## src/rtl/swmf_pkg.sv

```systemverilog
// shared types and constants for the sliding window median filter
// no dependencies; imported by the cell and the top level

package swmf_pkg;

    // smallest window that gives results
    localparam int MIN_WINDOW = 3;

    // width of the window size register
    localparam int CFG_WIDTH = 4;

    // per-cycle control broadcast to every cell of the window chain
    typedef struct packed {
        logic shift;  // load the value of the left neighbor
        logic clear;  // zero the rank counter
        logic count;  // compare against the probe and count
    } t_cell_ctrl;

endpackage

```

## src/rtl/swmf_cell.sv

```systemverilog
// one cell of the window chain: holds one sample and its rank counter
// depends on swmf_pkg for the control struct

module swmf_cell
    import swmf_pkg::*;
#(
    parameter int SAMPLE_WIDTH = 16,
    parameter int IDX_W        = 4,
    parameter int RANK_W       = 4,
    parameter int IDX          = 0
) (
    input  logic                           i_clk,
    input  t_cell_ctrl                     i_ctrl,
    input  logic signed [SAMPLE_WIDTH-1:0] i_shift_in,
    input  logic signed [SAMPLE_WIDTH-1:0] i_probe,
    input  logic        [IDX_W-1:0]        i_probe_idx,
    output logic signed [SAMPLE_WIDTH-1:0] o_value,
    output logic        [RANK_W-1:0]       o_rank
);

    logic signed [SAMPLE_WIDTH-1:0] r_value;
    logic        [RANK_W-1:0]       r_rank;
    logic                           w_below;

    // probe ranks below this cell; ties broken by position so ranks stay unique
    assign w_below = (i_probe < r_value) ||
                     ((i_probe == r_value) && (i_probe_idx < IDX_W'(IDX)));

    // sample register, part of the window shift chain
    always_ff @(posedge i_clk) begin
        if (i_ctrl.shift) begin
            r_value <= i_shift_in;
        end
    end

    // rank counter
    always_ff @(posedge i_clk) begin
        if (i_ctrl.clear) begin
            r_rank <= '0;
        end else if (i_ctrl.count && w_below) begin
            r_rank <= r_rank + RANK_W'(1);
        end
    end

    assign o_value = r_value;
    assign o_rank  = r_rank;

endmodule

```

## src/rtl/sliding_window_median_filter_core.sv

```systemverilog
// Running median filter over an odd window of 3 to MAX_WINDOW samples.
// Slave stream takes one sample per request: tdata holds the sample, tuser
// the restart flag (1 clears the window; this sample becomes its first entry).
// Master stream gives the median of the last win_len samples in tdata.
// The config channel (i_cfg_valid/o_cfg_ready/i_cfg_data) writes win_len,
// the window length; write it only while the block is idle. Even lengths,
// lengths below 3 and lengths above MAX_WINDOW give no results. The first
// win_len-1 samples after a restart give no result.
// Each sample shifts into a chain of cells. A result then takes a rank
// pass, in which each window entry in turn is broadcast to all cells, and
// then a select step that registers the median; a new sample is taken only
// once the block is back in idle. A sample that gives no result leaves the
// block idle, ready for the next sample.
// The result sits in an output register, so the next sample is taken while
// it waits; if the receiver still stalls when the next median is ready, the
// block holds in its select state until the output register frees.
// Reset (synchronous, active low) empties the window, drops any result and
// sets win_len to 3.
// depends on swmf_pkg and swmf_cell

module sliding_window_median_filter_core
    import swmf_pkg::*;
#(
    parameter int MAX_WINDOW   = 15,
    parameter int SAMPLE_WIDTH = 16
) (
    input  logic                 i_clk,
    input  logic                 i_rst_n,
    // config write channel
    input  logic                 i_cfg_valid,
    output logic                 o_cfg_ready,
    input  logic [CFG_WIDTH-1:0] i_cfg_data,     // window length
    // slave stream
    input  logic                 i_s_axis_tvalid,
    output logic                 o_s_axis_tready,
    input  logic [((SAMPLE_WIDTH + 7) / 8) * 8 - 1:0] i_s_axis_tdata, // sample, then zero pad
    input  logic                 i_s_axis_tuser, // restart
    // master stream
    output logic                 o_m_axis_tvalid,
    input  logic                 i_m_axis_tready,
    output logic [((SAMPLE_WIDTH + 7) / 8) * 8 - 1:0] o_m_axis_tdata  // median, then zero pad
);

    localparam int TDATA_W = ((SAMPLE_WIDTH + 7) / 8) * 8;
    localparam int IDX_W  = (MAX_WINDOW > 1) ? $clog2(MAX_WINDOW) : 1;
    localparam int RANK_W = $clog2(MAX_WINDOW + 1);
    localparam int CMP_W  = (RANK_W > CFG_WIDTH) ? RANK_W : CFG_WIDTH;

    localparam logic [1:0] ST_IDLE  = 2'd0;
    localparam logic [1:0] ST_COUNT = 2'd1;
    localparam logic [1:0] ST_EMIT  = 2'd2;

    logic [1:0]                     r_state, n_state;
    logic [CFG_WIDTH-1:0]           r_wsize;
    logic [RANK_W-1:0]              r_fill, n_fill;
    logic [IDX_W-1:0]               r_k, n_k;
    logic                           r_out_valid, n_out_valid;
    logic [SAMPLE_WIDTH-1:0]        r_out_data, n_out_data;

    t_cell_ctrl                     w_ctrl;
    logic signed [SAMPLE_WIDTH-1:0] w_sample;
    logic signed [SAMPLE_WIDTH-1:0] w_probe;
    logic signed [SAMPLE_WIDTH-1:0] w_value [MAX_WINDOW];
    logic        [RANK_W-1:0]       w_rank  [MAX_WINDOW];
    logic [CMP_W-1:0]               w_wsize_ext;
    logic [CMP_W-1:0]               w_half;
    logic                           w_in_req;
    logic                           w_out_free;
    logic                           w_produce;
    logic [SAMPLE_WIDTH-1:0]        w_median;

    assign w_sample    = i_s_axis_tdata[SAMPLE_WIDTH-1:0];
    assign w_wsize_ext = CMP_W'(r_wsize);
    assign w_half      = w_wsize_ext >> 1;
    assign w_in_req    = i_s_axis_tvalid && o_s_axis_tready;
    assign w_out_free  = !r_out_valid || i_m_axis_tready;

    // fill count after this request: 1 on a restart, else saturating at the chain depth
    always_comb begin
        if (i_s_axis_tuser) begin
            n_fill = RANK_W'(1);
        end else if (r_fill == RANK_W'(MAX_WINDOW)) begin
            n_fill = r_fill;
        end else begin
            n_fill = r_fill + RANK_W'(1);
        end
    end

    // a median is due when the size is a usable odd value and the window is full
    assign w_produce = r_wsize[0] &&
                       (w_wsize_ext >= CMP_W'(MIN_WINDOW)) &&
                       (w_wsize_ext <= CMP_W'(MAX_WINDOW)) &&
                       (CMP_W'(n_fill) >= w_wsize_ext);

    // broadcast one window entry per rank cycle
    assign w_probe = w_value[r_k];

    // window chain
    for (genvar gi = 0; gi < MAX_WINDOW; gi++) begin : g_cell
        logic signed [SAMPLE_WIDTH-1:0] w_left;
        if (gi == 0) begin : g_head
            assign w_left = w_sample;
        end else begin : g_body
            assign w_left = w_value[gi-1];
        end
        swmf_cell #(
            .SAMPLE_WIDTH (SAMPLE_WIDTH),
            .IDX_W        (IDX_W),
            .RANK_W       (RANK_W),
            .IDX          (gi)
        ) u_cell (
            .i_clk       (i_clk),
            .i_ctrl      (w_ctrl),
            .i_shift_in  (w_left),
            .i_probe     (w_probe),
            .i_probe_idx (r_k),
            .o_value     (w_value[gi]),
            .o_rank      (w_rank[gi])
        );
    end

    // pick the active cell whose rank is the middle one
    always_comb begin
        w_median = '0;
        for (int i = 0; i < MAX_WINDOW; i++) begin
            if ((CMP_W'(i) < w_wsize_ext) && (CMP_W'(w_rank[i]) == w_half)) begin
                w_median = w_median | w_value[i];
            end
        end
    end

    // sequencer: take sample, rank pass, select
    always_comb begin
        n_state     = r_state;
        n_k         = r_k;
        n_out_valid = r_out_valid;
        n_out_data  = r_out_data;
        w_ctrl      = '0;
        if (r_out_valid && i_m_axis_tready) begin
            n_out_valid = 1'b0;
        end
        unique case (r_state)
            ST_IDLE: begin
                if (w_in_req) begin
                    w_ctrl.shift = 1'b1;
                    w_ctrl.clear = 1'b1;
                    n_k          = '0;
                    if (w_produce) begin
                        n_state = ST_COUNT;
                    end
                end
            end
            ST_COUNT: begin
                w_ctrl.count = 1'b1;
                n_k          = r_k + IDX_W'(1);
                if (CMP_W'(r_k) == w_wsize_ext - CMP_W'(1)) begin
                    n_state = ST_EMIT;
                end
            end
            ST_EMIT: begin
                if (w_out_free) begin
                    n_out_valid = 1'b1;
                    n_out_data  = w_median;
                    n_state     = ST_IDLE;
                end
            end
            default: begin
                n_state = ST_IDLE;
            end
        endcase
    end

    // control registers
    always_ff @(posedge i_clk) begin
        if (!i_rst_n) begin
            r_state     <= ST_IDLE;
            r_k         <= '0;
            r_fill      <= '0;
            r_out_valid <= 1'b0;
            r_wsize     <= CFG_WIDTH'(MIN_WINDOW);
        end else begin
            r_state     <= n_state;
            r_k         <= n_k;
            r_out_valid <= n_out_valid;
            if (w_in_req) begin
                r_fill <= n_fill;
            end
            if (i_cfg_valid) begin
                r_wsize <= i_cfg_data;
            end
        end
    end

    // result payload
    always_ff @(posedge i_clk) begin
        r_out_data <= n_out_data;
    end

    assign o_cfg_ready     = 1'b1;
    assign o_s_axis_tready = (r_state == ST_IDLE);
    assign o_m_axis_tvalid = r_out_valid;
    assign o_m_axis_tdata  = TDATA_W'(r_out_data);

endmodule

```

## config.mk

```make
export PLATFORM = sky130hd
export DESIGN_NAME = sliding_window_median_filter_core
export DESIGN_NICKNAME = d
export VERILOG_FILES = /design/src/rtl/swmf_pkg.sv /design/src/rtl/swmf_cell.sv /design/src/rtl/sliding_window_median_filter_core.sv
export SDC_FILE = /design/constraint.sdc
export NUM_CORES = 1
export LEC_CHECK = 0
export ABC_AREA = 1
export BUFFER_PORTS_ARGS = -buffer_cell sky130_fd_sc_hd__clkbuf_2
export CORE_ASPECT_RATIO = 1.2
export CORE_MARGIN = 3
export CORE_UTILIZATION = 50
export DETAILED_ROUTE_END_ITERATION = 7
export PLACE_DENSITY = 0.66
export SYNTH_ARGS = -nofsm -noshare
export SYNTH_HDL_FRONTEND = slang
export SYNTH_SLANG_ARGS = --single-unit
```

## constraint.sdc

```tcl
create_clock -name i_clk -period 13.39 [get_ports i_clk]
set_input_delay 2.0085 -clock i_clk [delete_from_list [all_inputs] [get_ports i_clk]]
set_output_delay 2.0085 -clock i_clk [all_outputs]
set_load 0.02 [all_outputs]
```

==> impl_metrics.ini <==
[timing]
min_period_ns = 5.52
holdWs_ns = 0.446
setup_viol = 0
min_period_over_period_pct = 41.2
tightest_slew_ns = 1.16
rsz0062_at_grt = no
slew_viol_final = 0
max_freq_ghz = 0.181
worst_slew_margin_rel_pct = 22.5
skew_ns = 0.0185
fin_setup_tns_ns = 0
hold_violations = 0

[synth]
synth_nets = 2679
async_reset_ff_share_pct = 0
ys_types = 58
synth_seq_cells = 331
synth_edf_count = 256
ys_dominant_reg_cell = edfxtp_1
syn_area_mm2 = 0.0214
postSynthAreaPerCell_um2 = 8.95
ys_seq_area_share_pct = 43.0
yosysWarningCount = 0
netlist_instances = 2388

[cts]
clock_latency_ns = 0.57
clkSinkCount = 331
cts.reportedPaths.clkPinSlew_ns = 0.06
cts_resized = 0
clockRootBuffer = clkbuf_16
cts_made_buffers = 36
cts_tree = done
cts_setup_buffers = 0
cts_buffer_depth = 3
cts.htree.levels = 2
postCtsHoldBufs = 0

[drt]
drtAntennaViolNets = 0
drc = 0
routed_via_density = 6.02
wl_per_cell_um = 22.2
num_vias = 18000
drt_iter0_markers = 1749
dr.pass1.iters = 5
wl_um = 66500

[grt]
antenna_found_initial = 0
groute.layer.met3.usage_pct = 3.87
gr-total-overflow = 0
grt_start_max_net_pins = 124
met2_usage_pct = 49.1
grt_first_pass_wirelength_um = 102000
grt-busiest-layer = met2
grt_pass1_vias = 17500
use_met1_pct = 35.8
grt_usage_pct = 29.0

[critical_path]
worstSetupStartpointType = flop
crit_path_end_kind = flop
cp.arrival_ns = 6.02
worstSetupPathType = reg2reg
crit_required_ns = 13.89
setup.reg_to_reg.worst_slack_ns = 7.87
r2r-end = g_cell[10].u_cell.o_rank[3]
r2r_cells = 13
rr_startpoint = r_k[0]
crit_fanout = 67

[finish]
drive_gt1_share_pct = 6.45
antenna_cells = 0
layoutNonFillerInstCount = 2995
areaGrowthSynthToFinish_pct = 9.18
fin_nets = 2714

[min_path]
hold_depth = 0
min-delay-start = g_cell[13].u_cell.o_value[4]
hold_end = g_cell[14].u_cell.o_value[4]
worstHoldPathType = reg2reg

[floorplan]
start_util_pct = 51.0
core_mm2 = 0.0420
die_area_mm2 = 0.0453
rows = 82
fp.dieH_um = 233
ioPinCount = 45
fp.dieW_um = 195

[power]
pwr_density_cell_mw_per_mm2 = 135
ir_drop_mv = 0.139
power.leakage_nw = 10.3
total_power_mw = 3.14

[job]
cap_violations = 0

[placed_design]
io_buffers = 43
gp_congestion = 0.954
dp.cells = 2931
dpl.hpwl_um = 48900

[status]
status = finished clean
## layout make-up
class | count | area (µm²)
fill | 3745 | 18600
multi-input combinational | 1610 | 10400
sequential | 331 | 9190
inverter | 371 | 1400
clock buffer | 46 | 980
tap | 546 | 683
timing repair buffer | 73 | 440
clock inverter | 18 | 204
## power breakdown
part | internal [mW] | switching (mW)
clock network | 0.597 | 0.426
logic | 0.279 | 0.543
registers | 1.22 | 0.0819
## metrics by stage
stage	cell area [µm²]	worst slack, ns	util (%)
finish	23300	7.87	55.6
detailed placement	22200	8.06	52.8
global route	23300	7.36	55.6
floorplan	21400	3.70	-
global placement	22200	8.21	52.8
CTS	23300	8.05	55.6
## flip-flops by register name, summed over array words and instances, names as in the netlist
name and flops:
o_m_axis_tdata 16, r_k 4, r_fill 4, o_m_axis_tvalid 1
g_cell.u_cell.o_value 240, g_cell.u_cell.o_rank 60, r_state 2, r_wsize 4
## cell usage in the layout, fill, tap and decap left out, types with 5 or more instances in the layout
cell type	instances
a211oi_1	22
o211ai_1	11
xor2_1	31
nand4_1	28
buf_4	30
o21ai_0	156
nor3_1	33
a2111oi_0	7
o21bai_1	10
edfxtp_1	256
o221ai_1	35
xnor2_1	15
a31oi_1	5
clkinv_2	7
a221oi_1	39
o2111ai_1	24
a21o_1	6
inv_2	6
nand2_1	391
o21a_1	13
nand3_1	88
nor2_1	96
inv_1	360
ha_1	265
dfxtp_1	73
clkbuf_1	7
clkbuf_16	37
or4_1	7
a21oi_1	246
clkbuf_2	43
o22ai_1	38
clkinv_1	6
## metal layers
layer  share of wire [%]  vias to the layer above
met5                   0                        -
met4                 6.3                        0
met3                 6.4                      172
met2                  48                      779
met1                  40                     8542
li1                    -                     8536
## how the worst max path moves through the flow
stage / end / slack, ns / startpoint
CTS: g_cell[10].u_cell.o_rank[3] / 8.05 / r_k[0]
finish: g_cell[10].u_cell.o_rank[3] / 7.87 / r_k[0]
global route: g_cell[10].u_cell.o_rank[3] / 7.36 / r_k[0]
detailed placement: g_cell[10].u_cell.o_rank[3] / 8.06 / r_k[0]
floorplan: g_cell[0].u_cell.o_value[0] / 3.70 / i_s_axis_tvalid
global placement: g_cell[6].u_cell.o_rank[0] / 8.21 / r_k[0]
## kinds of logic (layout without fill, tap and decap cells)
group / count (synthesis) / in the layout / share of synthesized area [%]
adder cells (fa/ha/maj): 265 / 265 / 15.5
other: 1 / 1 / 0.0175
XOR/XNOR: 46 / 46 / 1.88
AND/OR/NAND/NOR: 668 / 668 / 13.3
buffers and inverters: 447 / 508 / 8.33
flip-flops: 331 / 331 / 43.0
AO/OA/AOI/OAI: 630 / 630 / 18.0
## worst max-delay path, stage by stage, from the launching register on
cell and delay [ns]:
dfxtp_4 0.62, clkinv_2 0.82, buf_4 0.61, a221oi_1 0.35
o2111ai_2 0.55, ha_1 0.53, nand2_1 0.06, nor3_1 0.45
o21ai_0 0.20, o31ai_1 0.50, nand2_1 0.27, o21ai_0 0.26
nand2_1 0.09, nor2_1 0.09
## Yosys cell counts (3+ instances only)
cell	number	area share, %
nor2_1	98	1.7
edfxtp_1	256	36
clkbuf_1	43	0.75
ha_1	265	16
xnor2_1	15	0.61
nand3_1	88	2.1
nor3_1	34	0.80
a31oi_1	5	0.15
a21o_1	6	0.21
a21oi_1	246	5.8
a211oi_1	22	0.77
o21a_1	13	0.46
buf_1	4	0.070
o2111ai_1	26	1.1
buf_4	9	0.32
a21boi_0	4	0.14
a2111oi_0	7	0.29
inv_2	6	0.11
nand4_1	28	0.82
a221oi_1	39	1.6
o21bai_1	10	0.35
dfxtp_1	75	7.0
clkinv_1	4	0.070
nor4_1	4	0.12
nand2_2	3	0.088
o211ai_1	11	0.39
o22ai_1	38	1.1
o221ai_1	35	1.4
inv_1	360	6.3
xor2_1	31	1.3
buf_2	13	0.30
or4_1	7	0.25
nand2_1	391	6.9
buf_6	7	0.37
o21ai_0	156	3.7
No activity file was read; power rests on OpenSTA's default activity.
